==> config.mk <==
export PLATFORM = sky130hd
export DESIGN_NAME = tex_tokenizer_flat
export DESIGN_NICKNAME = d
export VERILOG_FILES = /design/src/rtl/textok_pkg.sv /design/src/rtl/textok_in_if.sv /design/src/rtl/textok_out_if.sv /design/src/rtl/textok_front.sv /design/src/rtl/textok_fifo.sv /design/src/rtl/textok_back.sv /design/src/rtl/tex_tokenizer.sv /design/src/flat_wrapper.sv
export SDC_FILE = /design/constraint.sdc
export NUM_CORES = 1
export LEC_CHECK = 0
export ABC_AREA = 1
export BUFFER_PORTS_ARGS = -buffer_cell sky130_fd_sc_hd__buf_2
export CORE_MARGIN = 5
export CORE_UTILIZATION = 25
export DETAILED_ROUTE_END_ITERATION = 7
export GPL_TIMING_DRIVEN = 0
export SLEW_MARGIN = 40
export SYNTH_ARGS = -nofsm -noshare
export SYNTH_HDL_FRONTEND = slang
export SYNTH_SLANG_ARGS = --single-unit
export TNS_END_PERCENT = 20
==> constraint.sdc <==
create_clock -name clk -period 4 [get_ports clk]
set_input_delay 0.4 -clock clk [delete_from_list [all_inputs] [get_ports clk]]
set_output_delay 0.4 -clock clk [all_outputs]
set_load 0.02 [all_outputs]
==> src/rtl/textok_pkg.sv <==
// ----------------------------------------------------------------------------
// textok_pkg
// shared types, category codes and sizes for the tex tokenizer
// ----------------------------------------------------------------------------
package textok_pkg;

	localparam int QueueDepth = 4;

	localparam int ByteW = 8;
	localparam int CatW  = 5;

	localparam logic FUNC_TEXT = 1'b0;
	localparam logic FUNC_END  = 1'b1;

	localparam logic [CatW-1:0] CC_ESC     = 5'd0;
	localparam logic [CatW-1:0] CC_BGROUP  = 5'd1;
	localparam logic [CatW-1:0] CC_EGROUP  = 5'd2;
	localparam logic [CatW-1:0] CC_MATH    = 5'd3;
	localparam logic [CatW-1:0] CC_ALIGN   = 5'd4;
	localparam logic [CatW-1:0] CC_EOL     = 5'd5;
	localparam logic [CatW-1:0] CC_PARAM   = 5'd6;
	localparam logic [CatW-1:0] CC_SUPER   = 5'd7;
	localparam logic [CatW-1:0] CC_SUB     = 5'd8;
	localparam logic [CatW-1:0] CC_IGNORE  = 5'd9;
	localparam logic [CatW-1:0] CC_BLANK   = 5'd10;
	localparam logic [CatW-1:0] CC_ALPHA   = 5'd11;
	localparam logic [CatW-1:0] CC_MISC    = 5'd12;
	localparam logic [CatW-1:0] CC_TILDE   = 5'd13;
	localparam logic [CatW-1:0] CC_REMARK  = 5'd14;
	localparam logic [CatW-1:0] CC_BAD     = 5'd15;
	localparam logic [CatW-1:0] CC_CSEQ    = 5'd16;

	typedef enum logic [1:0] {
		MODE_INITIAL = 2'd0,
		MODE_CS      = 2'd1,
		MODE_COMMENT = 2'd2
	} lex_mode_t;

	typedef struct packed {
		logic [ByteW-1:0] out_byte;
		logic             byte_valid;
		logic [CatW-1:0]  token_cat;
		logic             token_last;
	} res_t;

	typedef struct packed {
		res_t first;
		res_t second;
		logic two;
	} cmd_t;

	typedef struct packed {
		logic push;
		cmd_t data;
	} push_t;

	typedef struct packed {
		logic empty;
		cmd_t data;
	} head_t;

endpackage

==> src/rtl/textok_in_if.sv <==
// ----------------------------------------------------------------------------
// textok_in_if
// text byte channel: valid/ready with function code and byte
// ----------------------------------------------------------------------------
interface textok_in_if;

	logic                           valid;
	logic                           ready;
	logic                           func;
	logic [textok_pkg::ByteW-1:0]   data_byte;

	modport source (output valid, output func, output data_byte, input ready);
	modport sink (input valid, input func, input data_byte, output ready);

endinterface

==> src/rtl/textok_out_if.sv <==
// ----------------------------------------------------------------------------
// textok_out_if
// token channel: valid/ready with one tagged byte or end marker per item
// ----------------------------------------------------------------------------
interface textok_out_if;

	logic                          valid;
	logic                          ready;
	logic [textok_pkg::ByteW-1:0]  out_byte;
	logic                          byte_valid;
	logic [textok_pkg::CatW-1:0]   token_cat;
	logic                          token_last;
	logic                          run_last;

	modport source (output valid, output out_byte, output byte_valid,
		output token_cat, output token_last, output run_last, input ready);
	modport sink (input valid, input out_byte, input byte_valid,
		input token_cat, input token_last, input run_last, output ready);

endinterface

==> src/rtl/textok_front.sv <==
// ----------------------------------------------------------------------------
// textok_front
// classifies each text byte and tracks the lexer mode, producing one
// command of one or two results per item, none for end of text between tokens
// ----------------------------------------------------------------------------
module textok_front (
	input  logic                 clk,
	input  logic                 arst_n,
	textok_in_if.sink            text,
	input  logic                 full,
	output textok_pkg::push_t    push
);

	typedef struct packed {
		textok_pkg::res_t      res;
		textok_pkg::lex_mode_t mode;
	} start_t;

	textok_pkg::lex_mode_t    mode_q, mode_d;
	logic                     letters_q, letters_d;
	logic [textok_pkg::CatW-1:0] cat;
	logic                     accept;
	start_t                   st;
	textok_pkg::cmd_t         cmd;
	logic                     has_res;

	function automatic logic [textok_pkg::CatW-1:0] classify(
		input logic [textok_pkg::ByteW-1:0] b);
		logic [textok_pkg::CatW-1:0] c;
		case (b) inside
			[8'h41:8'h5A], [8'h61:8'h7A]: c = textok_pkg::CC_ALPHA;
			8'h5C:                        c = textok_pkg::CC_ESC;
			8'h7B:                        c = textok_pkg::CC_BGROUP;
			8'h7D:                        c = textok_pkg::CC_EGROUP;
			8'h24:                        c = textok_pkg::CC_MATH;
			8'h26:                        c = textok_pkg::CC_ALIGN;
			8'h23:                        c = textok_pkg::CC_PARAM;
			8'h5E:                        c = textok_pkg::CC_SUPER;
			8'h5F:                        c = textok_pkg::CC_SUB;
			8'h7E:                        c = textok_pkg::CC_TILDE;
			8'h20, 8'h09:                 c = textok_pkg::CC_BLANK;
			8'h0A, 8'h0D:                 c = textok_pkg::CC_EOL;
			8'h25:                        c = textok_pkg::CC_REMARK;
			8'h7F:                        c = textok_pkg::CC_BAD;
			8'h00:                        c = textok_pkg::CC_IGNORE;
			default:                      c = textok_pkg::CC_MISC;
		endcase
		return c;
	endfunction

	// a byte seen between tokens
	function automatic start_t start_token(input logic [textok_pkg::ByteW-1:0] b,
		input logic [textok_pkg::CatW-1:0] c);
		start_t s;
		s.res.out_byte   = b;
		s.res.byte_valid = 1'b1;
		if (c == textok_pkg::CC_REMARK) begin
			s.res.token_cat  = textok_pkg::CC_REMARK;
			s.res.token_last = 1'b0;
			s.mode           = textok_pkg::MODE_COMMENT;
		end else if (c == textok_pkg::CC_ESC) begin
			s.res.token_cat  = textok_pkg::CC_CSEQ;
			s.res.token_last = 1'b0;
			s.mode           = textok_pkg::MODE_CS;
		end else begin
			s.res.token_cat  = c;
			s.res.token_last = 1'b1;
			s.mode           = textok_pkg::MODE_INITIAL;
		end
		return s;
	endfunction

	assign text.ready = !full;
	assign accept     = text.valid && !full;
	assign cat        = classify(text.data_byte);
	assign st         = start_token(text.data_byte, cat);

	always_comb begin
		mode_d     = mode_q;
		letters_d  = letters_q;
		has_res    = 1'b1;
		cmd.two    = 1'b0;
		cmd.first  = st.res;
		cmd.second = st.res;
		if (text.func == textok_pkg::FUNC_END) begin
			cmd.first.out_byte   = '0;
			cmd.first.byte_valid = 1'b0;
			cmd.first.token_last = 1'b1;
			mode_d               = textok_pkg::MODE_INITIAL;
			letters_d            = 1'b0;
			case (mode_q)
				textok_pkg::MODE_CS:      cmd.first.token_cat = textok_pkg::CC_CSEQ;
				textok_pkg::MODE_COMMENT: cmd.first.token_cat = textok_pkg::CC_REMARK;
				default: begin
					cmd.first.token_cat = textok_pkg::CC_CSEQ;
					has_res             = 1'b0;
				end
			endcase
		end else begin
			case (mode_q)
				textok_pkg::MODE_COMMENT: begin
					cmd.first.token_cat  = textok_pkg::CC_REMARK;
					cmd.first.token_last = (cat == textok_pkg::CC_EOL);
					if (cat == textok_pkg::CC_EOL) begin
						mode_d = textok_pkg::MODE_INITIAL;
					end
				end
				textok_pkg::MODE_CS: begin
					cmd.first.token_cat = textok_pkg::CC_CSEQ;
					if (cat == textok_pkg::CC_ALPHA) begin
						cmd.first.token_last = 1'b0;
						letters_d            = 1'b1;
					end else if (!letters_q) begin
						cmd.first.token_last = 1'b1;
						mode_d               = textok_pkg::MODE_INITIAL;
					end else begin
						// letter run ended: end marker, then the byte afresh
						cmd.first.out_byte   = '0;
						cmd.first.byte_valid = 1'b0;
						cmd.first.token_last = 1'b1;
						cmd.two              = 1'b1;
						letters_d            = 1'b0;
						mode_d               = st.mode;
					end
				end
				default: begin
					mode_d = st.mode;
					if (st.mode == textok_pkg::MODE_CS) begin
						letters_d = 1'b0;
					end
				end
			endcase
		end
	end

	always_ff @(posedge clk or negedge arst_n) begin
		if (!arst_n) begin
			mode_q    <= textok_pkg::MODE_INITIAL;
			letters_q <= 1'b0;
		end else if (accept) begin
			mode_q    <= mode_d;
			letters_q <= letters_d;
		end
	end

	assign push.push = accept && has_res;
	assign push.data = cmd;

endmodule

==> src/rtl/textok_fifo.sv <==
// ----------------------------------------------------------------------------
// textok_fifo
// short command queue between the classifier and the result sequencer
// ----------------------------------------------------------------------------
module textok_fifo #(
	parameter int DEPTH = textok_pkg::QueueDepth
) (
	input  logic              clk,
	input  logic              arst_n,
	input  textok_pkg::push_t push,
	output logic              full,
	input  logic              pop,
	output textok_pkg::head_t head
);

	localparam int PtrW = (DEPTH > 1) ? $clog2(DEPTH) : 1;
	localparam int CntW = $clog2(DEPTH + 1);

	textok_pkg::cmd_t mem_q [DEPTH];
	logic [PtrW-1:0]  wr_ptr_q;
	logic [PtrW-1:0]  rd_ptr_q;
	logic [CntW-1:0]  count_q;
	logic             do_push;
	logic             do_pop;

	assign full       = (count_q == CntW'(DEPTH));
	assign head.empty = (count_q == '0);
	assign head.data  = mem_q[rd_ptr_q];
	assign do_push    = push.push && !full;
	assign do_pop     = pop && !head.empty;

	always_ff @(posedge clk) begin
		if (do_push) begin
			mem_q[wr_ptr_q] <= push.data;
		end
	end

	always_ff @(posedge clk or negedge arst_n) begin
		if (!arst_n) begin
			wr_ptr_q <= '0;
			rd_ptr_q <= '0;
			count_q  <= '0;
		end else begin
			if (do_push) begin
				wr_ptr_q <= (wr_ptr_q == PtrW'(DEPTH - 1)) ? '0 : wr_ptr_q + 1'b1;
			end
			if (do_pop) begin
				rd_ptr_q <= (rd_ptr_q == PtrW'(DEPTH - 1)) ? '0 : rd_ptr_q + 1'b1;
			end
			if (do_push && !do_pop) begin
				count_q <= count_q + 1'b1;
			end else if (do_pop && !do_push) begin
				count_q <= count_q - 1'b1;
			end
		end
	end

endmodule

==> src/rtl/textok_back.sv <==
// ----------------------------------------------------------------------------
// textok_back
// expands queued commands into result items through one output register
// ----------------------------------------------------------------------------
module textok_back (
	input  logic              clk,
	input  logic              arst_n,
	input  textok_pkg::head_t head,
	output logic              pop,
	textok_out_if.source      token
);

	logic             out_valid_q;
	textok_pkg::res_t out_res_q;
	logic             run_last_q;
	logic             sec_valid_q;
	textok_pkg::res_t sec_q;
	logic             load;

	assign load = !out_valid_q || token.ready;
	assign pop  = load && !sec_valid_q && !head.empty;

	always_ff @(posedge clk or negedge arst_n) begin
		if (!arst_n) begin
			out_valid_q <= 1'b0;
			sec_valid_q <= 1'b0;
		end else if (load) begin
			if (sec_valid_q) begin
				out_valid_q <= 1'b1;
				sec_valid_q <= 1'b0;
			end else begin
				out_valid_q <= !head.empty;
				sec_valid_q <= !head.empty && head.data.two;
			end
		end
	end

	always_ff @(posedge clk) begin
		if (load) begin
			if (sec_valid_q) begin
				out_res_q  <= sec_q;
				run_last_q <= 1'b1;
			end else begin
				out_res_q  <= head.data.first;
				run_last_q <= !head.data.two;
				sec_q      <= head.data.second;
			end
		end
	end

	assign token.valid      = out_valid_q;
	assign token.out_byte   = out_res_q.out_byte;
	assign token.byte_valid = out_res_q.byte_valid;
	assign token.token_cat  = out_res_q.token_cat;
	assign token.token_last = out_res_q.token_last;
	assign token.run_last   = run_last_q;

endmodule

==> src/rtl/tex_tokenizer.sv <==
// ----------------------------------------------------------------------------
// tex_tokenizer
// tex default catcode tokenizer: tags every text byte with its token's
// category and marks token ends
// ----------------------------------------------------------------------------
// One text item is taken per clock while the command queue has room. An item
// yields zero, one or two result items; the output register sends one result
// per clock while the receiver is ready, and an item that ends a lettered
// control sequence with a non-letter yields an end marker and then the byte.
// An accepted item enters the command queue at its accepting edge and then
// the output register, from which its results are sent. End of text between
// tokens yields no result; otherwise it closes the open control sequence or
// comment with a byteless end marker.
module tex_tokenizer #(
	parameter int QUEUE_DEPTH = textok_pkg::QueueDepth
) (
	input  logic          clk,
	input  logic          arst_n,
	textok_in_if.sink     text,
	textok_out_if.source  token
);

	textok_pkg::push_t push;
	textok_pkg::head_t head;
	logic              full;
	logic              pop;

	textok_front u_front (
		.clk    (clk),
		.arst_n (arst_n),
		.text   (text),
		.full   (full),
		.push   (push)
	);

	textok_fifo #(
		.DEPTH (QUEUE_DEPTH)
	) u_fifo (
		.clk    (clk),
		.arst_n (arst_n),
		.push   (push),
		.full   (full),
		.pop    (pop),
		.head   (head)
	);

	textok_back u_back (
		.clk    (clk),
		.arst_n (arst_n),
		.head   (head),
		.pop    (pop),
		.token  (token)
	);

endmodule

==> src/flat_wrapper.sv <==
// flat-port wrapper written by rule: the top's interface ports become plain ports
module tex_tokenizer_flat 
#(
	parameter int QUEUE_DEPTH = textok_pkg::QueueDepth
)
  (clk, arst_n, text_valid, text_func, text_data_byte, text_ready, token_valid, token_out_byte, token_byte_valid, token_token_cat, token_token_last, token_run_last, token_ready);
  textok_in_if text_i ();
  textok_out_if token_i ();
  input  logic clk;
  input  logic arst_n;
  input wire logic [$bits(text_i.valid)-1:0] text_valid;
  input wire logic [$bits(text_i.func)-1:0] text_func;
  input wire logic [$bits(text_i.data_byte)-1:0] text_data_byte;
  output wire logic [$bits(text_i.ready)-1:0] text_ready;
  output wire logic [$bits(token_i.valid)-1:0] token_valid;
  output wire logic [$bits(token_i.out_byte)-1:0] token_out_byte;
  output wire logic [$bits(token_i.byte_valid)-1:0] token_byte_valid;
  output wire logic [$bits(token_i.token_cat)-1:0] token_token_cat;
  output wire logic [$bits(token_i.token_last)-1:0] token_token_last;
  output wire logic [$bits(token_i.run_last)-1:0] token_run_last;
  input wire logic [$bits(token_i.ready)-1:0] token_ready;
  assign text_i.valid = text_valid;
  assign text_i.func = text_func;
  assign text_i.data_byte = text_data_byte;
  assign text_ready = text_i.ready;
  assign token_valid = token_i.valid;
  assign token_out_byte = token_i.out_byte;
  assign token_byte_valid = token_i.byte_valid;
  assign token_token_cat = token_i.token_cat;
  assign token_token_last = token_i.token_last;
  assign token_run_last = token_i.run_last;
  assign token_i.ready = token_ready;
  tex_tokenizer #(.QUEUE_DEPTH(QUEUE_DEPTH)) u_core (.clk(clk), .arst_n(arst_n), .text(text_i), .token(token_i));
endmodule
==> out/qor.yml <==
outcome:
  status: "finished, final reports clean"
logic_synthesis:
  synth_area_leader_cell: "sky130_fd_sc_hd__edfxtp_1"
  post_synth.cell_area_avg_um2: 11.8
  synth_async_sr_flop_share: 0.0741
  synth-seq-area-share: 0.713
  synth-adder-area-share: 0.0178
  synthCells: 569
  yosys_register_bits: 162
  synth_top_cell_area_share: 0.669
  cell_types_with_the_largest_area_share_after_synthesis: "sky130_fd_sc_hd__edfxtp_1, sky130_fd_sc_hd__nor2_1, sky130_fd_sc_hd__o21ai_0"
  synth_top_family_by_area: "simple AND/OR/NAND/NOR gates"
  postSynthNetCount: 591
  netlist-cell-type-count: 35
  ys_dominant_reg_cell: "sky130_fd_sc_hd__edfxtp_1"
  most_repeated_cell_in_the_gate_level_netlist_after_synthesis: "sky130_fd_sc_hd__edfxtp_1"
  share_of_the_synthesized_netlist_area_taken_by_xor_and_xnor_gates: 0.00260
  number_of_synthesized_flops_with_an_enable_pin: 150
  netlist_top_cells_count: "sky130_fd_sc_hd__edfxtp_1, sky130_fd_sc_hd__nor2_1, sky130_fd_sc_hd__o21ai_0"
  synth-compound-area-share: 0.0901
  yosys.area_share.simple: 0.135
  post_synth_instance_area_mm2: 0.00673
  synth.mux.area_fraction: 0.00167
  yosysWarningCount: 0
global_route:
  grt_start_max_net_pins: 18
  grt_first_pass_wirelength_um: 24800
  groute.usage.overall: 0.108
  number_of_antenna_violations_at_the_first_check_in_global_routing: 1
  grt_pass1_vias: 4296
  globalRoute.totalOverflow: 0
drt:
  post-route-drc-count: 0
  routed_wl_um: 15900
  via_count: 4389
  tritonroute_pass_1_iters: 6
  final_antenna_violating_net_count: 0
  routed_wire_length_per_instance_um: 16.2
  drt_iter0_drc: 393
  post_drt_via_cell_ratio: 4.47
timing:
  max_freq_mhz: 402
  timing.slew.headroom: 0.497
  tns_ns: 0
  final.period_utilization: 0.623
  timing_worst_slew_pin_value_ns: 0.754
  grt_setup_unrepaired: "false"
  fin_ws_ns: 1.51
  report.final.hold_viol_count: 0
  setup-violations-final: 0
  period_needed_ns: 2.49
  fin_worst_skew_ns: 0.00862
  report.final.slew_viol_count: 0
  final.hold.worst_slack_ns: 0.236
placed_design:
  portBuffers: 30
  preCtsSetupSlack_ns: 1.20
  hpwl_um: 10900
  globalplace.congestion: 0.813
cells_and_area:
  area_delta_synth_final_pct: 20.5
  fillcell_total: 2664
  drive_gt1_frac: 0.155
  final_net_count: 649
  antenna-diode-count: 0
pwr:
  power.share.clock: 0.286
  power.share.switching: 0.342
  max-vdd-ir-drop_v: 0.000288
  combinational_power_share: 0.286
  leakage_nw: 2.99
  seq_power_share: 0.428
  switchingPower_mw: 1.88
  p_int_mw: 3.62
  pwr_density_cell_mw_per_mm2: 679
die:
  fp.dieArea_mm2: 0.0303
  effective_utilization_at_floorplan: 0.252
  dieHeight_um: 174
  io_pins: 31
  floorplan.core_area_mm2: 0.0267
  core.rowCount: 60
  chipWidth_um: 174
worst_setup_path:
  path_delay_family: "simple AND/OR/NAND/NOR gates"
  timing.critical_path.cells: "inv_1, nor2_1, nor2_4, inv_1, nor2_1, inv_1, ha_1, inv_1, fa_1, mux2_2"
  critical_path_class: "reg2reg"
  cp.arrival_ns: 2.80
  critical_path.startpoint_type: "flip-flop"
  path_common_cell: "sky130_fd_sc_hd__inv_1"
  required_time_of_the_worst_setup_path_ns: 4.31
  worst-path-buf-inv: 4
  crit_path_largest_cell_delay_ns: 0.41
  slowest_stage: "sky130_fd_sc_hd__nor2_4"
  critPathCaptureType: "flip-flop"
  worstPathMaxFanout: 16
worst_hold_path:
  timing.hold.worst.class: "in2reg"
flow_run:
  max_capacitance_violation_total: 0
clock_tree:
  clk_latency_ns: 0.43
  htree_levels: 4
  tritoncts: "yes"
  clock_buffer_count_from_cts: 17
  cts_num_sinks: 162
  cts_buffer_depth: 2
  clkSlewWorstSetupHoldPaths_ns: 0.06
  post_cts_resize_count: 0
  root_buffer: "sky130_fd_sc_hd__clkbuf_16"
[flip-flops by register name (all words and copies together), names as in the netlist]
register / cells
u_core.u_back.token.valid: 1
u_core.u_fifo.count_q: 3
u_core.u_fifo.wr_ptr_q: 2
u_core.u_front.letters_q: 1
u_core.u_back.token.out_byte: 8
u_core.u_back.token.token_cat: 5
u_core.u_back.token.token_last: 1
u_core.u_back.token.run_last: 1
u_core.u_back.token.byte_valid: 1
u_core.u_back.sec_q: 14
u_core.u_front.mode_q: 2
u_core.u_fifo.rd_ptr_q: 2
u_core.u_back.sec_valid_q: 1
u_core.u_fifo.mem_q: 120
[per-stage QoR]
stage | area [um^2] | util | std cells | total power, mW
after floorplan | 6730 | - | 569 | 3.35
after global placement | 7310 | 0.274 | 940 | 3.89
after detailed placement | 7530 | 0.282 | 948 | 3.98
after CTS | 8110 | 0.303 | 981 | 5.55
after global routing | 8110 | 0.304 | 981 | 5.84
final | 8110 | 0.304 | 981 | 5.51
[cells in the final DEF, fill, tap and decap left out, types with 12 or more instances in the layout]
cell type | synthesis | final
sky130_fd_sc_hd__edfxtp_1 | 150 | 150
sky130_fd_sc_hd__nor2_1 | 137 | 132
sky130_fd_sc_hd__o21ai_0 | 65 | 65
sky130_fd_sc_hd__nand2_1 | 54 | 54
sky130_fd_sc_hd__inv_1 | 41 | 41
sky130_fd_sc_hd__buf_2 | 6 | 36
sky130_fd_sc_hd__clkbuf_16 | 0 | 17
sky130_fd_sc_hd__o22ai_1 | 15 | 15
sky130_fd_sc_hd__clkbuf_1 | 14 | 14
sky130_fd_sc_hd__a31oi_1 | 14 | 14
sky130_fd_sc_hd__nand3_1 | 12 | 12
sky130_fd_sc_hd__dfrtp_1 | 12 | 12
[cells by family (layout without fill, tap and decap cells)]
kind of cell / after synthesis / after routing
flip-flops: 162 / 162
multiplexers: 1 / 1
AO/OA/AOI/OAI: 106 / 106
AND/OR/NAND/NOR: 222 / 222
adder cells (fa/ha/maj): 9 / 9
XOR/XNOR: 2 / 2
buffers and inverters: 67 / 138
[path summary, 6_finish.rpt]
path | start | end | slack, ns | depth (start not counted)
worst max-delay path | u_core.u_back.token.valid$_DFFE_PN0N_ | u_core.u_fifo.count_q[1]$_DFFE_PN0P_ | 1.51 | 10
worst min-delay path | text_data_byte[3] | u_core.u_fifo.mem_q[1][10]$_DFFE_PP_ | 0.24 | 1
worst max register to register | u_core.u_back.token.valid$_DFFE_PN0N_ | u_core.u_fifo.count_q[1]$_DFFE_PN0P_ | 1.51 | 10
worst min register to register | u_core.u_fifo.count_q[2]$_DFFE_PN0P_ | u_core.u_fifo.count_q[2]$_DFFE_PN0P_ | 0.50 | 1
max in group asynchronous | arst_n | u_core.u_fifo.rd_ptr_q[1]$_DFFE_PN0P_ | 3.37 | 2
min in group asynchronous | arst_n | u_core.u_front.letters_q$_DFFE_PN0P_ | 0.39 | 2
[routing by layer]
layer	global-route usage	vias to the layer above	part of all wire
li1	-	2113	-
met1	0.146	2091	0.46
met2	0.167	162	0.46
met3	0.0341	21	0.068
met4	0.0333	2	0.013
met5	0	-	0.00044
[power by group through the flow]
stage	combinational, mW	sequential (mW)	clock [mW]
global route	1.76	2.39	1.68
floorplan	0.866	2.49	0
CTS	1.59	2.36	1.59
finish	1.57	2.36	1.57
global placement	1.48	2.40	0
detailed placement	1.58	2.40	0
[final cells by class]
cell class	count	area, um^2	area share
flip-flops and latches	162	4800	0.592
inverters	45	169	0.0208
plain buffers	22	97.6	0.0120
clock inverters	15	148	0.0182
multi-input cells	340	1700	0.210
well taps	341	427	0.0526
repair buffers	39	343	0.0423
clock buffers	17	425	0.0524
[repair_timing]
action	in CTS	in global routing
setup buffers	0	0
endpoints found under the hold margin	12	0
hold buffers	1	0
Note: power is estimated with default switching activity, not from simulation.
